<file path="config.mk">
export PLATFORM = sky130hd
export DESIGN_NAME = psd_sqrt_cell
export DESIGN_NICKNAME = d
export VERILOG_FILES = /design/src/rtl/core/psd_pkg.sv /design/src/rtl/core/psd_sqrt_cell.sv
export SDC_FILE = /design/constraint.sdc
export NUM_CORES = 1
export LEC_CHECK = 0
export BUFFER_PORTS_ARGS = -buffer_cell sky130_fd_sc_hd__clkbuf_2
export CORE_MARGIN = 2
export CORE_UTILIZATION = 35
export CTS_CLUSTER_DIAMETER = 150
export DETAILED_ROUTE_END_ITERATION = 16
export PLACE_DENSITY = 0.6
export SLEW_MARGIN = 20
export SYNTH_ARGS = -nofsm -noshare
export SYNTH_HDL_FRONTEND = slang
export SYNTH_SLANG_ARGS = --single-unit
</file>
<file path="constraint.sdc">
create_clock -name clk_i -period 2.8 [get_ports clk_i]
set_clock_uncertainty 0.2 [all_clocks]
set_input_delay 0.28 -clock clk_i [delete_from_list [all_inputs] [get_ports clk_i]]
set_output_delay 0.28 -clock clk_i [all_outputs]
set_load 0.02 [all_outputs]
</file>
<file path="src/rtl/core/psd_pkg.sv">
// Shared types and defaults for the point-to-segment distance unit.
package psd_pkg;

  // Default coordinate width (signed fixed point, any fraction width)
  localparam int unsigned COORD_BITS_DEF = 32;

  // Control that travels with each transaction through the front end and divider
  typedef struct packed {
    logic valid;
    logic sel_div;
  } ctl_t;

endpackage

</file>
<file path="src/rtl/core/psd_sqrt_cell.sv">
// One digit-by-digit square root cell: resolves root bit K.
module psd_sqrt_cell import psd_pkg::*; #(
  parameter int unsigned SQ_W = 66,
  parameter int unsigned RW   = 33,
  parameter int unsigned K    = 0
) (
  input  logic            clk_i,
  input  logic            rst_ni,
  input  logic            en_i,
  input  logic            valid_i,
  input  logic [SQ_W-1:0] rem_i,
  input  logic [RW-1:0]   root_i,
  output logic            valid_o,
  output logic [SQ_W-1:0] rem_o,
  output logic [RW-1:0]   root_o
);

  localparam int unsigned TW = SQ_W + 1;

  logic            valid_q;
  logic [TW-1:0]   trial;
  logic            ge;
  logic [SQ_W-1:0] rem_d, rem_q;
  logic [RW-1:0]   root_d, root_q;

  // (s + 2^K)^2 - s^2 = s*2^(K+1) + 2^(2K); s has no bits at or below K
  assign trial  = (TW'(root_i) << (K + 1)) | (TW'(1) << (2 * K));
  assign ge     = ({1'b0, rem_i} >= trial);
  assign rem_d  = ge ? (rem_i - trial[SQ_W-1:0]) : rem_i;
  assign root_d = root_i | (RW'(ge) << K);

  always_ff @(posedge clk_i or negedge rst_ni) begin
    if (!rst_ni) begin
      valid_q <= 1'b0;
    end else if (en_i) begin
      valid_q <= valid_i;
    end
  end

  always_ff @(posedge clk_i) begin
    if (en_i) begin
      rem_q  <= rem_d;
      root_q <= root_d;
    end
  end

  assign valid_o = valid_q;
  assign rem_o   = rem_q;
  assign root_o  = root_q;

endmodule

</file>
* After elaboration in Yosys (flattened, before gate mapping) *
Index checks and enable logic that the tools add are counted.

storage, ports and cells
  register bits = 100
  bits of input ports = 103
  output and inout port bits = 100

cells by class
  add/subtract/negate cells = 1
  $lt $le $gt $ge = 1
  muxes and demuxes = 1
  bitwise logic cells = 1

operator list
  operator        number
  $ge 66x34->1    1
  $mux 66         1
  $sub 66x34->66  1
  $or 33x1->33    1

* Longest topological paths before layout *
  depth after elaboration = 2
  gate-level depth with buffers = 12
  gate-level depth less buffers = 10

* Least setup slack after synthesis *
OpenSTA, ideal clock, no wires.

  path kind = input -> register
  from = input root_i[0]
  to = register rem_q[40], in the netlist rem_o[40], data pin
  setup time = 0.258 ns
  data arrival time = 2.781 ns
  data required time = 2.342 ns
  path slack = -0.439 ns
  stages on the path = 10
  buffers on the path = 0
  cells stage by stage = inv_1 fa_1 a21o_1 a221o_2 a22o_4 o211ai_2 a22oi_2 a211o_1 or4b_4 xnor2_2

between the ends
  word-level cells in the longest chain between the ends = 2

RTL lines
  item                                            line                                      RTL
  start, declared                                 psd_sqrt_cell.sv:12                       input logic [RW-1:0] root_i,
  $sub 66x34->66 or $ge 66x34->1 (tied branches)  psd_sqrt_cell.sv:29, psd_sqrt_cell.sv:28
  $mux 66 (*)                                     psd_sqrt_cell.sv:29                       assign rem_d = ge ? (rem_i - trial[SQ_W-1:0]) : rem_i;
  net rem_d[40]                                   psd_sqrt_cell.sv:23                       logic [SQ_W-1:0] rem_d, rem_q;
  end signal, assigned                            psd_sqrt_cell.sv:42                       rem_q <= rem_d;
  end, declared                                   psd_sqrt_cell.sv:23

Mark *: on every way through the listed nets, which the timed path passes. The rest lies on a longest branch.
A chain may end at the register's enable or synchronous reset.

* Final worst setup path *
  from = input rem_i[1]
  to = register rem_q[40], in the netlist rem_o[40], data pin

between the ends
  word-level cells in the longest chain between the ends = 2

RTL lines
  item                                            line                                      RTL
  start, declared                                 psd_sqrt_cell.sv:11                       input logic [SQ_W-1:0] rem_i,
  $sub 66x34->66 or $ge 66x34->1 (tied branches)  psd_sqrt_cell.sv:29, psd_sqrt_cell.sv:28
  $mux 66 (*)                                     psd_sqrt_cell.sv:29
  net rem_d[40]                                   psd_sqrt_cell.sv:23

Marked as above.

==> flow_summary.yaml <==
grt:
  grt_overflow_total: 0
  grt_pass1_vias: 6431
  grt_max_degree: 58
  antenna_found_initial: 0
  grt_use_total_pct: 20.1
  grt_first_pass_wirelength_um: 32000
setup_path:
  crit_arrival_ns: 2.85
  reg2reg_slack_ns: 1.85
  r2r_end: "valid_o"
  critPathMaxStageDelay_ns: 0.50
  cp_max_fo: 3
  crit_type: "input port to register"
  path_buf_inv: 1
  path_cells: "buf_6, fa_2, a21o_1, a221o_2, a22o_4, o211ai_4, a22oi_2, a211o_1, or4b_4, xnor2_2"
  critPathLaunchType: "input port"
  required_ns: 2.72
  cp_top_family: "compound AO/OA/AOI/OAI gates"
  rr_startpoint: "valid_o"
  rr_worst_depth: 1
  slowest_stage: "or4b_4"
  endpoint_kind: "register"
sta:
  fin_ws_ns: -0.127
  rsz0062_at_grt: "yes"
  timing.final.max_slew_violations: 0
  fin_crit_sh_pct: 105
  holdWs_ns: 0.0108
  hold_viol: 0
  slew_headroom_pct: 59.4
  fmax_mhz: 342
  worst_pin_slew_ns: 0.606
  setup_violations: 20
  fin_crit_ns: 2.93
synthesis:
  synth-seq-cells: 100
  synth_top_family_by_area: "simple AND/OR/NAND/NOR gates"
  synthXorXnorAreaFrac_pct: 7.85
  synth_compound_area_share_pct: 15.7
  syn-cell-area_mm2: 0.00657
  netlist_instances: 654
  synth_area_leaders: "edfxtp_1 45%, ha_1 6.5%, a21oi_1 4.2%, xor2_1 4.0%, xnor2_1 3.6%"
  synth_area_leader_cell: "edfxtp_1"
  yosys.area.top_type_share_pct: 45.3
  syn_nets: 792
  ys_types: 71
  synth-main-ff-cell: "edfxtp_1"
  postSynth.asyncResetShare_pct: 1.00
  ys_seq_area_share_pct: 45.6
  muxShareOfSynthArea_pct: 0.629
  yosysWarnings: 0
  synth_edf_count: 99
  postSynthAreaPerCell_um2: 10.0
  yosys.area_share.simple_pct: 18.8
  synth_fa_ha_area_share_pct: 6.78
min_path:
  holdPathEnd: "root_o[27]"
  worstHoldStart: "root_i[27]"
  holdCritPathClass: "input port to register"
  hold_depth: 2
power:
  vdd_ir_drop_max_v: 0.000303
  pwr_density_cell_mw_per_mm2: 468
  p_leak_nw: 4.58
placed_design:
  io_buffer_count: 202
  place_ws_ns: -0.593
  gp_congestion: 0.887
  post-dp-hpwl_um: 15600
cts:
  insertion_delay_ns: 0.36
  clockBufferDepth: 2
  htreeDepth: 3
  clkTransAtPathRegs_ns: 0.08
  cts.sinks: 100
  cts_root_buf: "clkbuf_16"
  cts_tree: "done"
  cts_buffers: 9
job:
  cap_viol_max_count: 0
final_layout:
  num_antenna_cells: 0
  fillCellCount: 1679
  area_delta_synth_final_pct: 57.2
  multiInputGateArea_mm2: 0.00371
  layout_common_cells: "199 x clkbuf_2, 178 x buf_4, 99 x edfxtp_1"
  ff_latch_area_mm2: 0.00300
  layout-drive-gt1-share_pct: 46.6
  nets: 1197
  layout_commonest_cell: "clkbuf_2"
detailed_routing:
  wl_met1_um: 9560
  via_per_inst: 5.01
  top_layer_used: "met4"
  drt-pass1-iter-count: 7
  route.met2.wl_um: 9410
  routed_wl_um: 20300
  vias: 6505
  dr_wl_met3_um: 1030
  routedWlPerCell_um: 15.6
  drtAntennaViolNets: 0
  drc: 0
  drt_iter0_markers: 354
outcome:
  status: "finished, violations left"
  violations: "setup timing"
die:
  fp.coreArea_mm2: 0.0186
  start_util_pct: 35.3
  boundaryPins: 203
  die_w_um: 141
  die_h_um: 141
  dieArea_mm2: 0.0199
  fp-row-count: 50
==> synth_stat cells (4+ instances only) <==
| cell | count |
|---|---|
| nor3_1 | 15 |
| and4_1 | 5 |
| nand2b_1 | 5 |
| a21oi_1 | 55 |
| clkbuf_1 | 17 |
| nor2_1 | 56 |
| o31ai_1 | 7 |
| or3_1 | 5 |
| nand4b_1 | 4 |
| a31oi_1 | 7 |
| xor2_1 | 30 |
| or4_1 | 4 |
| nor2b_1 | 5 |
| o21ai_0 | 26 |
| and3_1 | 6 |
| nor4_1 | 16 |
| inv_1 | 39 |
| a21o_1 | 13 |
| ha_1 | 34 |
| buf_4 | 6 |
| xnor2_1 | 27 |
| buf_2 | 4 |
| o21a_1 | 8 |
| nand4_1 | 18 |
| nand2_1 | 53 |
| nand3_1 | 20 |
| o21bai_1 | 4 |
| edfxtp_1 | 99 |
==> where the power goes <==
part | switching, W | total [W] | leakage, nW | internal, W
clock | 0.000630 | 0.00134 | 0.142 | 0.000710
combinational | 0.000876 | 0.00160 | 3.45 | 0.000719
sequential | 0.0000456 | 0.00189 | 0.981 | 0.00185
total | 0.00155 | 0.00483 | 4.58 | 0.00328
==> how the worst max path moves through the flow <==
stage / start / endpoint / cells past startpoint
4_1_cts: root_i[0] / rem_o[40] / 11
3_5_place_dp: root_i[0] / rem_o[40] / 11
2_1_floorplan: rem_i[1] / rem_o[40] / 9
6_report: rem_i[1] / rem_o[40] / 10
5_1_grt: rem_i[1] / rem_o[40] / 10
3_3_place_gp: root_i[9] / rem_o[40] / 12
==> layer usage <==
| metal | global-route usage, % | vias to the layer above |
|---|---|---|
| met5 | 0 | - |
| met4 | 6.05 | 0 |
| met3 | 3.94 | 21 |
| met2 | 31.9 | 173 |
| met1 | 27.9 | 3067 |
| li1 | - | 3244 |
==> logic make-up (layout without fill, tap and decap cells) <==
| logic type | after synthesis | in the layout |
|---|---|---|
| AND/OR/NAND/NOR | 233 | 233 |
| AO/OA/AOI/OAI | 156 | 156 |
| flip-flops | 100 | 100 |
| buffers and inverters | 68 | 478 |
| XOR/XNOR | 58 | 58 |
| adder cells (fa/ha/maj) | 35 | 35 |
| multiplexers | 4 | 4 |
==> state kept, by name, summed over array words and instances, names as in the netlist <==
name	flops
root_o	33
valid_o	1
rem_o	66
==> repair_timing <==
item	4_1_cts	5_1_grt
hold buffers	33	0
setup endpoints to repair	20	66
pin swaps	6	17
buffers inserted	3	6
resized for setup	27	61
endpoints found under the hold margin	33	0
==> through the flow <==
stage / cells / utilization, % / instance area, µm² / setup TNS, ns / total power (W)
3_5_place_dp: 1241 / 49.7 / 9240 / -23.45 / 0.00340
2_1_floorplan: 654 / - / 6660 / -0.755 / 0.00270
4_1_cts: 1293 / 53.8 / 10000 / -0.978 / 0.00482
5_1_grt: 1298 / 55.6 / 10300 / -7.37 / 0.00507
3_3_place_gp: 1241 / 49.7 / 9240 / -22.05 / 0.00339
6_report: 1298 / 55.6 / 10300 / -0.541 / 0.00483
==> final cells by class <==
class	instances	area share [%]
tap	234	2.84
clock buffer	9	2.18
sequential	100	29.0
timing repair buffer	423	27.8
clock inverter	7	0.812
inverter	39	1.44
multi-input combinational	486	35.9
(Power assumes the default switching activity.)
