===== src/rtl/core/psd_pkg.sv =====
// Shared types and defaults for the point-to-segment distance unit.
package psd_pkg;

  // Default coordinate width (signed fixed point, any fraction width)
  localparam int unsigned COORD_BITS_DEF = 32;

  // Control that travels with each transaction through the front end and divider
  typedef struct packed {
    logic valid;
    logic sel_div;
  } ctl_t;

endpackage


===== src/rtl/core/psd_div_cell.sv =====
// One restoring-division cell: resolves quotient bit K of d*d / l.
module psd_div_cell import psd_pkg::*; #(
  parameter int unsigned SQ_W = 66,
  parameter int unsigned K    = 0
) (
  input  logic            clk_i,
  input  logic            rst_ni,
  input  logic            en_i,
  input  ctl_t            ctl_i,
  input  logic [SQ_W-1:0] a_i,
  input  logic [SQ_W-1:0] l_i,
  input  logic [SQ_W-1:0] direct_i,
  input  logic [SQ_W-1:0] rem_i,
  input  logic [SQ_W-1:0] nlow_i,
  input  logic [SQ_W-1:0] q_i,
  output ctl_t            ctl_o,
  output logic [SQ_W-1:0] a_o,
  output logic [SQ_W-1:0] l_o,
  output logic [SQ_W-1:0] direct_o,
  output logic [SQ_W-1:0] rem_o,
  output logic [SQ_W-1:0] nlow_o,
  output logic [SQ_W-1:0] q_o
);

  ctl_t            ctl_q;
  logic [SQ_W:0]   part;
  logic            ge;
  logic [SQ_W:0]   diff;
  logic [SQ_W-1:0] rem_d, q_d;
  logic [SQ_W-1:0] a_q, l_q, direct_q, rem_q, nlow_q, q_q;

  // shift in the next numerator bit, subtract the divisor if it fits
  assign part  = {rem_i, nlow_i[K]};
  assign ge    = (part >= {1'b0, l_i});
  assign diff  = part - {1'b0, l_i};
  assign rem_d = ge ? diff[SQ_W-1:0] : part[SQ_W-1:0];
  assign q_d   = q_i | (SQ_W'(ge) << K);

  always_ff @(posedge clk_i or negedge rst_ni) begin
    if (!rst_ni) begin
      ctl_q <= '0;
    end else if (en_i) begin
      ctl_q <= ctl_i;
    end
  end

  always_ff @(posedge clk_i) begin
    if (en_i) begin
      a_q      <= a_i;
      l_q      <= l_i;
      direct_q <= direct_i;
      rem_q    <= rem_d;
      nlow_q   <= nlow_i;
      q_q      <= q_d;
    end
  end

  assign ctl_o    = ctl_q;
  assign a_o      = a_q;
  assign l_o      = l_q;
  assign direct_o = direct_q;
  assign rem_o    = rem_q;
  assign nlow_o   = nlow_q;
  assign q_o      = q_q;

endmodule


===== config.mk =====
export PLATFORM = sky130hd
export DESIGN_NAME = psd_div_cell
export DESIGN_NICKNAME = d
export VERILOG_FILES = /design/src/rtl/core/psd_pkg.sv /design/src/rtl/core/psd_div_cell.sv
export SDC_FILE = /design/constraint.sdc
export NUM_CORES = 1
export LEC_CHECK = 0
export BUFFER_PORTS_ARGS = -buffer_cell sky130_fd_sc_hd__buf_2
export CAP_MARGIN = 20
export CORE_AREA = 2 2 309 311
export DETAILED_ROUTE_END_ITERATION = 6
export DIE_AREA = 0 0 311 313
export PLACE_DENSITY = 0.37
export SLEW_MARGIN = 20
export SYNTH_ARGS = -nofsm -noshare
export SYNTH_HDL_FRONTEND = slang
export SYNTH_SLANG_ARGS = --single-unit
export TNS_END_PERCENT = 5

===== constraint.sdc =====
create_clock -name clk_i -period 0.9 [get_ports clk_i]
set_input_delay 0.045 -clock clk_i [delete_from_list [all_inputs] [get_ports clk_i]]
set_output_delay 0.045 -clock clk_i [all_outputs]
set_load 0.1 [all_outputs]

## After elaboration in Yosys (flattened, before gate mapping)

Index checks and enable logic that the tools add are counted.

| storage, ports and cells | value |
|---|---|
| register bits | 398 |
| output and inout bits | 398 |
| word-level logic and storage cells | 12 |

| cells by class | value |
|---|---|
| $add $sub $neg | 1 |
| $lt $le $gt $ge | 1 |
| multiplexer cells | 1 |
| bitwise operators | 1 |

Operators with widths:

| cell | number |
|---|---|
| $ge 67x66->1 | 1 |
| $mux 66 | 1 |
| $or 66x1->66 | 1 |
| $sub 66x66->66 | 1 |

## Depth between registers and ports, before layout

| depth | value |
|---|---|
| depth in word-level cells | 2 |
| depth in mapped cells | 14 |
| mapped depth without buffers | 12 |

## Worst setup path after synthesis

OpenSTA, ideal clock, no wires.

| timing | value |
|---|---|
| path kind | input port to flip-flop |
| from | in nlow_i[0] |
| to | reg rem_q[60], in the netlist rem_o[60], data pin |
| setup time | 0.260 ns |
| arrival time | 2.537 ns |
| data required time | 0.640 ns |
| path slack | -1.898 ns |
| stages | 12 |
| cells stage by stage | inv_1 ha_1 fa_1 nand2b_1 a21oi_1 o21ai_0 o31ai_1 a221oi_1 o211ai_1 a31oi_1 xnor2_1 mux2_4 |

| on the way | value |
|---|---|
| longest elaborated chain between the ends | 2 |
| elaborated cells between the ends (all ways) | 3 |
| classes of those cells | 1 x add/sub; 1 x order compare; 1 x mux |

RTL lines:

| item | RTL line | source |
|---|---|---|
| start: declaration | psd_div_cell.sv:14 | `input logic [SQ_W-1:0] nlow_i,` |
| $sub 66x66->66 / $ge 67x66->1 (equally long branches) | psd_div_cell.sv:35, psd_div_cell.sv:34 |  |
| $mux 66 (*) | psd_div_cell.sv:36 | `assign rem_d = ge ? diff[SQ_W-1:0] : part[SQ_W-1:0];` |
| via rem_d[60] | psd_div_cell.sv:29 | `logic [SQ_W-1:0] rem_d, q_d;` |
| end signal: assignment | psd_div_cell.sv:52 | `rem_q <= rem_d;` |
| end: declaration | psd_div_cell.sv:30 | `logic [SQ_W-1:0] a_q, l_q, direct_q, rem_q, nlow_q, q_q;` |

The timed path passes the listed nets; every way through them passes the cells marked *.
A chain may end at the register's enable or synchronous reset.

## Final worst setup path

| timing | value |
|---|---|
| from | in l_i[25] |
| to | reg rem_q[59], in the netlist rem_o[59], data pin |

| on the way | value |
|---|---|
| longest elaborated chain between the ends | 2 |
| elaborated cells between the ends (all ways) | 3 |
| classes of those cells | 1 x add/sub; 1 x order compare; 1 x mux |

RTL lines:

| item | RTL line | source |
|---|---|---|
| start: declaration | psd_div_cell.sv:11 | `input logic [SQ_W-1:0] l_i,` |
| $sub 66x66->66 / $ge 67x66->1 (equally long branches) | psd_div_cell.sv:35, psd_div_cell.sv:34 |  |
| $mux 66 (*) | psd_div_cell.sv:36 |  |
| via rem_d[59] | psd_div_cell.sv:29 |  |

Marks and branches as above.

==> flow_metrics.env <==
export IMPL_status="finished with violations"
export IMPL_violations="negative hold slack, negative setup slack"
export IMPL_core_area_mm2=0.0942
export IMPL_syn_area_mm2=0.0173
export IMPL_track_usage=0.176
export IMPL_fin_area_mm2=0.0386
export IMPL_synth_area_leaders="edfxtp_1, ha_1, a21oi_1"
export IMPL_power_density_mw_per_mm2=1950
export IMPL_cts_tree="built"
export IMPL_routed_via_count=16725
export IMPL_seqCellArea_mm2=0.0119
export IMPL_synth_distinct_cells=67
export IMPL_hold_path_class="in -> reg"
export IMPL_die_x_um=311
export IMPL_rsz0062_at_grt="yes"
export IMPL_cts_buffers=49
export IMPL_multiInputGateArea_mm2=0.00567
export IMPL_maxSlewHeadroom=0.647
export IMPL_hold_viol=2
export IMPL_gp_congestion=0.872
export IMPL_post_route_period_util=2.64
export IMPL_routedWlPerCell_um=21.4
export IMPL_arrival_ns=2.83
export IMPL_synth_edf_count=396
export IMPL_yosys_area_top_type="edfxtp_1"
export IMPL_yosysSeqAreaShare=0.691
export IMPL_start_util=0.184
export IMPL_clock_root_buffer="clkbuf_16"
export IMPL_boundaryPins=799
export IMPL_drive_above_1_share=0.500
export IMPL_worst_pin_slew_ns=0.528
export IMPL_yosysMostFrequentCell="edfxtp_1"
export IMPL_p_leak_nw=16.3
export IMPL_finalSetupViolations=490
export IMPL_rows=113
export IMPL_cts_clk_slew_worst_paths_ns=0.06
export IMPL_final_fill_count=8936
export IMPL_grt_pass1_wl_um=126000
export IMPL_worst_slack_ns=-1.48
export IMPL_utilization=0.409
export IMPL_syn_area_per_cell_um2=14.1
export IMPL_cap_violations=0
export IMPL_antenna_found_initial=22
export IMPL_first_global_vias=18046
export IMPL_yosysWarningCount=0
export IMPL_syn_inst=1230
export IMPL_crit_type="in -> reg"
export IMPL_insertion_delay_ns=0.59
export IMPL_skew_ns=0
export IMPL_h_tree_depth=2
export IMPL_ys_ff_latch=398
export IMPL_whs_ns=-0.325
export IMPL_io_buffers=798
export IMPL_vias_per_cell=4.03
export IMPL_ant_nets=0
export IMPL_dpl_hpwl_um=70800
export IMPL_die_area_mm2=0.0973
export IMPL_synth_main_ff_cell="edfxtp_1"
export IMPL_num_nets_final=3308
export IMPL_crit_fanout=9
export IMPL_grt_overflow=0
export IMPL_dpl_cell_area_mm2=0.0317
export IMPL_drt_pass1_iterations=5
export IMPL_async_flop_share=0.00503
export IMPL_synth_nets=1698
export IMPL_area_delta_synth_final_pct=123
export IMPL_grt_max_degree=42
export IMPL_route_detailed_drc=0
export IMPL_drt_iter0_drc=843
export IMPL_yosys_top_cells_count="edfxtp_1, nand2_1, a21oi_1"
export IMPL_clock_sinks=398
export IMPL_post_place_ws_ns=-2.92
export IMPL_end_kind="register"
export IMPL_cts_buffer_depth=3
export IMPL_critical_path_required_ns=1.35
export IMPL_critPathLaunchType="input pin"
export IMPL_die_h_um=313
export IMPL_drt_total_wl_um=88600
export IMPL_slew_violations=0
export IMPL_min_period_ns=2.38
export IMPL_yosysTopAreaCellShare=0.688
export IMPL_fmax_mhz=421
export IMPL_ir_drop_mv=1.25
## area by class of cell
| type | instances | area share |
|---|---|---|
| timing repair buffer | 1603 | 0.452 |
| multi-input combinational | 700 | 0.147 |
| tap | 1265 | 0.0411 |
| antenna | 4 | 0.000260 |
| inverter | 88 | 0.00883 |
| clock inverter | 31 | 0.00798 |
| clock buffer | 59 | 0.0333 |
| sequential | 398 | 0.310 |
## stage by stage
step / instances / setup TNS (ns) / hold slack, ns / power [mW]
floorplan: 1230 / -126.64 / -0.251 / 39.4
global placement: 3631 / -207.38 / -0.150 / 52.7
detailed placement: 3631 / -205.73 / -0.150 / 52.7
CTS: 4132 / -357.33 / -0.397 / 75.6
global route: 4146 / -265.01 / -0.365 / 77.8
finish: 4148 / -236.01 / -0.325 / 75.2
## kinds of logic (layout without fill, tap and decap cells)
group           Yosys count  count (layout)  synth area share
fa+ha+maj                67              67            0.0489
buf+inv                 132            1781            0.0325
flops                   398             398             0.691
other cells               0               4                 0
compound gates          297             297             0.106
simple gates            244             244            0.0659
mux                      31              31            0.0250
xor+xnor                 61              61            0.0309
## path summary, 6_finish.rpt
check	startpoint	endpoint	slack [ns]	depth (start not counted)
setup / recovery	l_i[25]	rem_o[59]	-1.48	16
hold / removal	l_i[1]	l_o[1]	-0.33	1
setup reg to reg	ctl_o[0]	ctl_o[0]	0.11	1
hold reg to reg	ctl_o[1]	ctl_o[1]	0.59	1
max in group asynchronous	rst_ni	ctl_o[1]	0.41	3
min in group asynchronous	rst_ni	ctl_o[0]	0.36	3
## sequential cells by signal, summed over array words and instances (netlist names)
register	count
rem_o	66
nlow_o	66
direct_o	66
ctl_o	2
l_o	66
q_o	66
a_o	66
## layer usage
layer / vias to the layer above / track usage / part of all wire
met1: 8181 / 0.192 / 0.37
met5: - / 0 / 0.00091
met4: 14 / 0.0318 / 0.021
met3: 116 / 0.0500 / 0.065
li1: 7858 / - / -
met2: 556 / 0.338 / 0.54
## worst max-delay path, cell delays in order
cell       delay, ns
buf_12          0.09
inv_6           0.03
ha_4            0.23
a21o_1          0.19
a31o_1          0.23
a221oi_4        0.32
nand3_4         0.15
o31a_1          0.37
a21o_4          0.25
buf_6           0.13
o21ai_4         0.14
buf_12          0.19
buf_8           0.13
clkbuf_16       0.16
nand2_2         0.04
o21ai_1         0.08
## placed cells by master, fill, tap and decap left out, drive strengths merged, types with 4 or more instances in the layout
cell	count
bufinv	6
a21o	23
nand2b	5
mux2	29
dlygate4sd3	400
o211ai	8
xnor2	41
buf	1199
edfxtp	396
nor3	12
nor2	50
nor2b	4
inv	88
a21oi	89
xor2	20
o21a	11
nand3	16
a211oi	6
nor4	5
clkinv	24
and4	5
or3	7
o21ai	87
ha	66
nand4	28
o31ai	9
nand2	100
a31oi	9
o21bai	22
clkbuf	62
diode	4
or2	4
## power breakdown
group	internal, mW	total [mW]	leakage (nW)	switching (mW)
sequential	22.6	24.1	3.90	1.50
clock	11.8	20.1	0.781	8.28
combinational	12.3	31.0	11.6	18.7
total	46.7	75.2	16.3	28.5
## what timing repair did
item | 4_1_cts | 5_1_grt
hold buffers | 399 | 2
resized for setup | 127 | 106
gates cloned | 3 | 3
pin swaps | 32 | 28
buffers inserted | 10 | 7
setup endpoints to repair | 465 | 827
hold endpoints to repair | 433 | 3
Power figures use the tool's default switching activity.
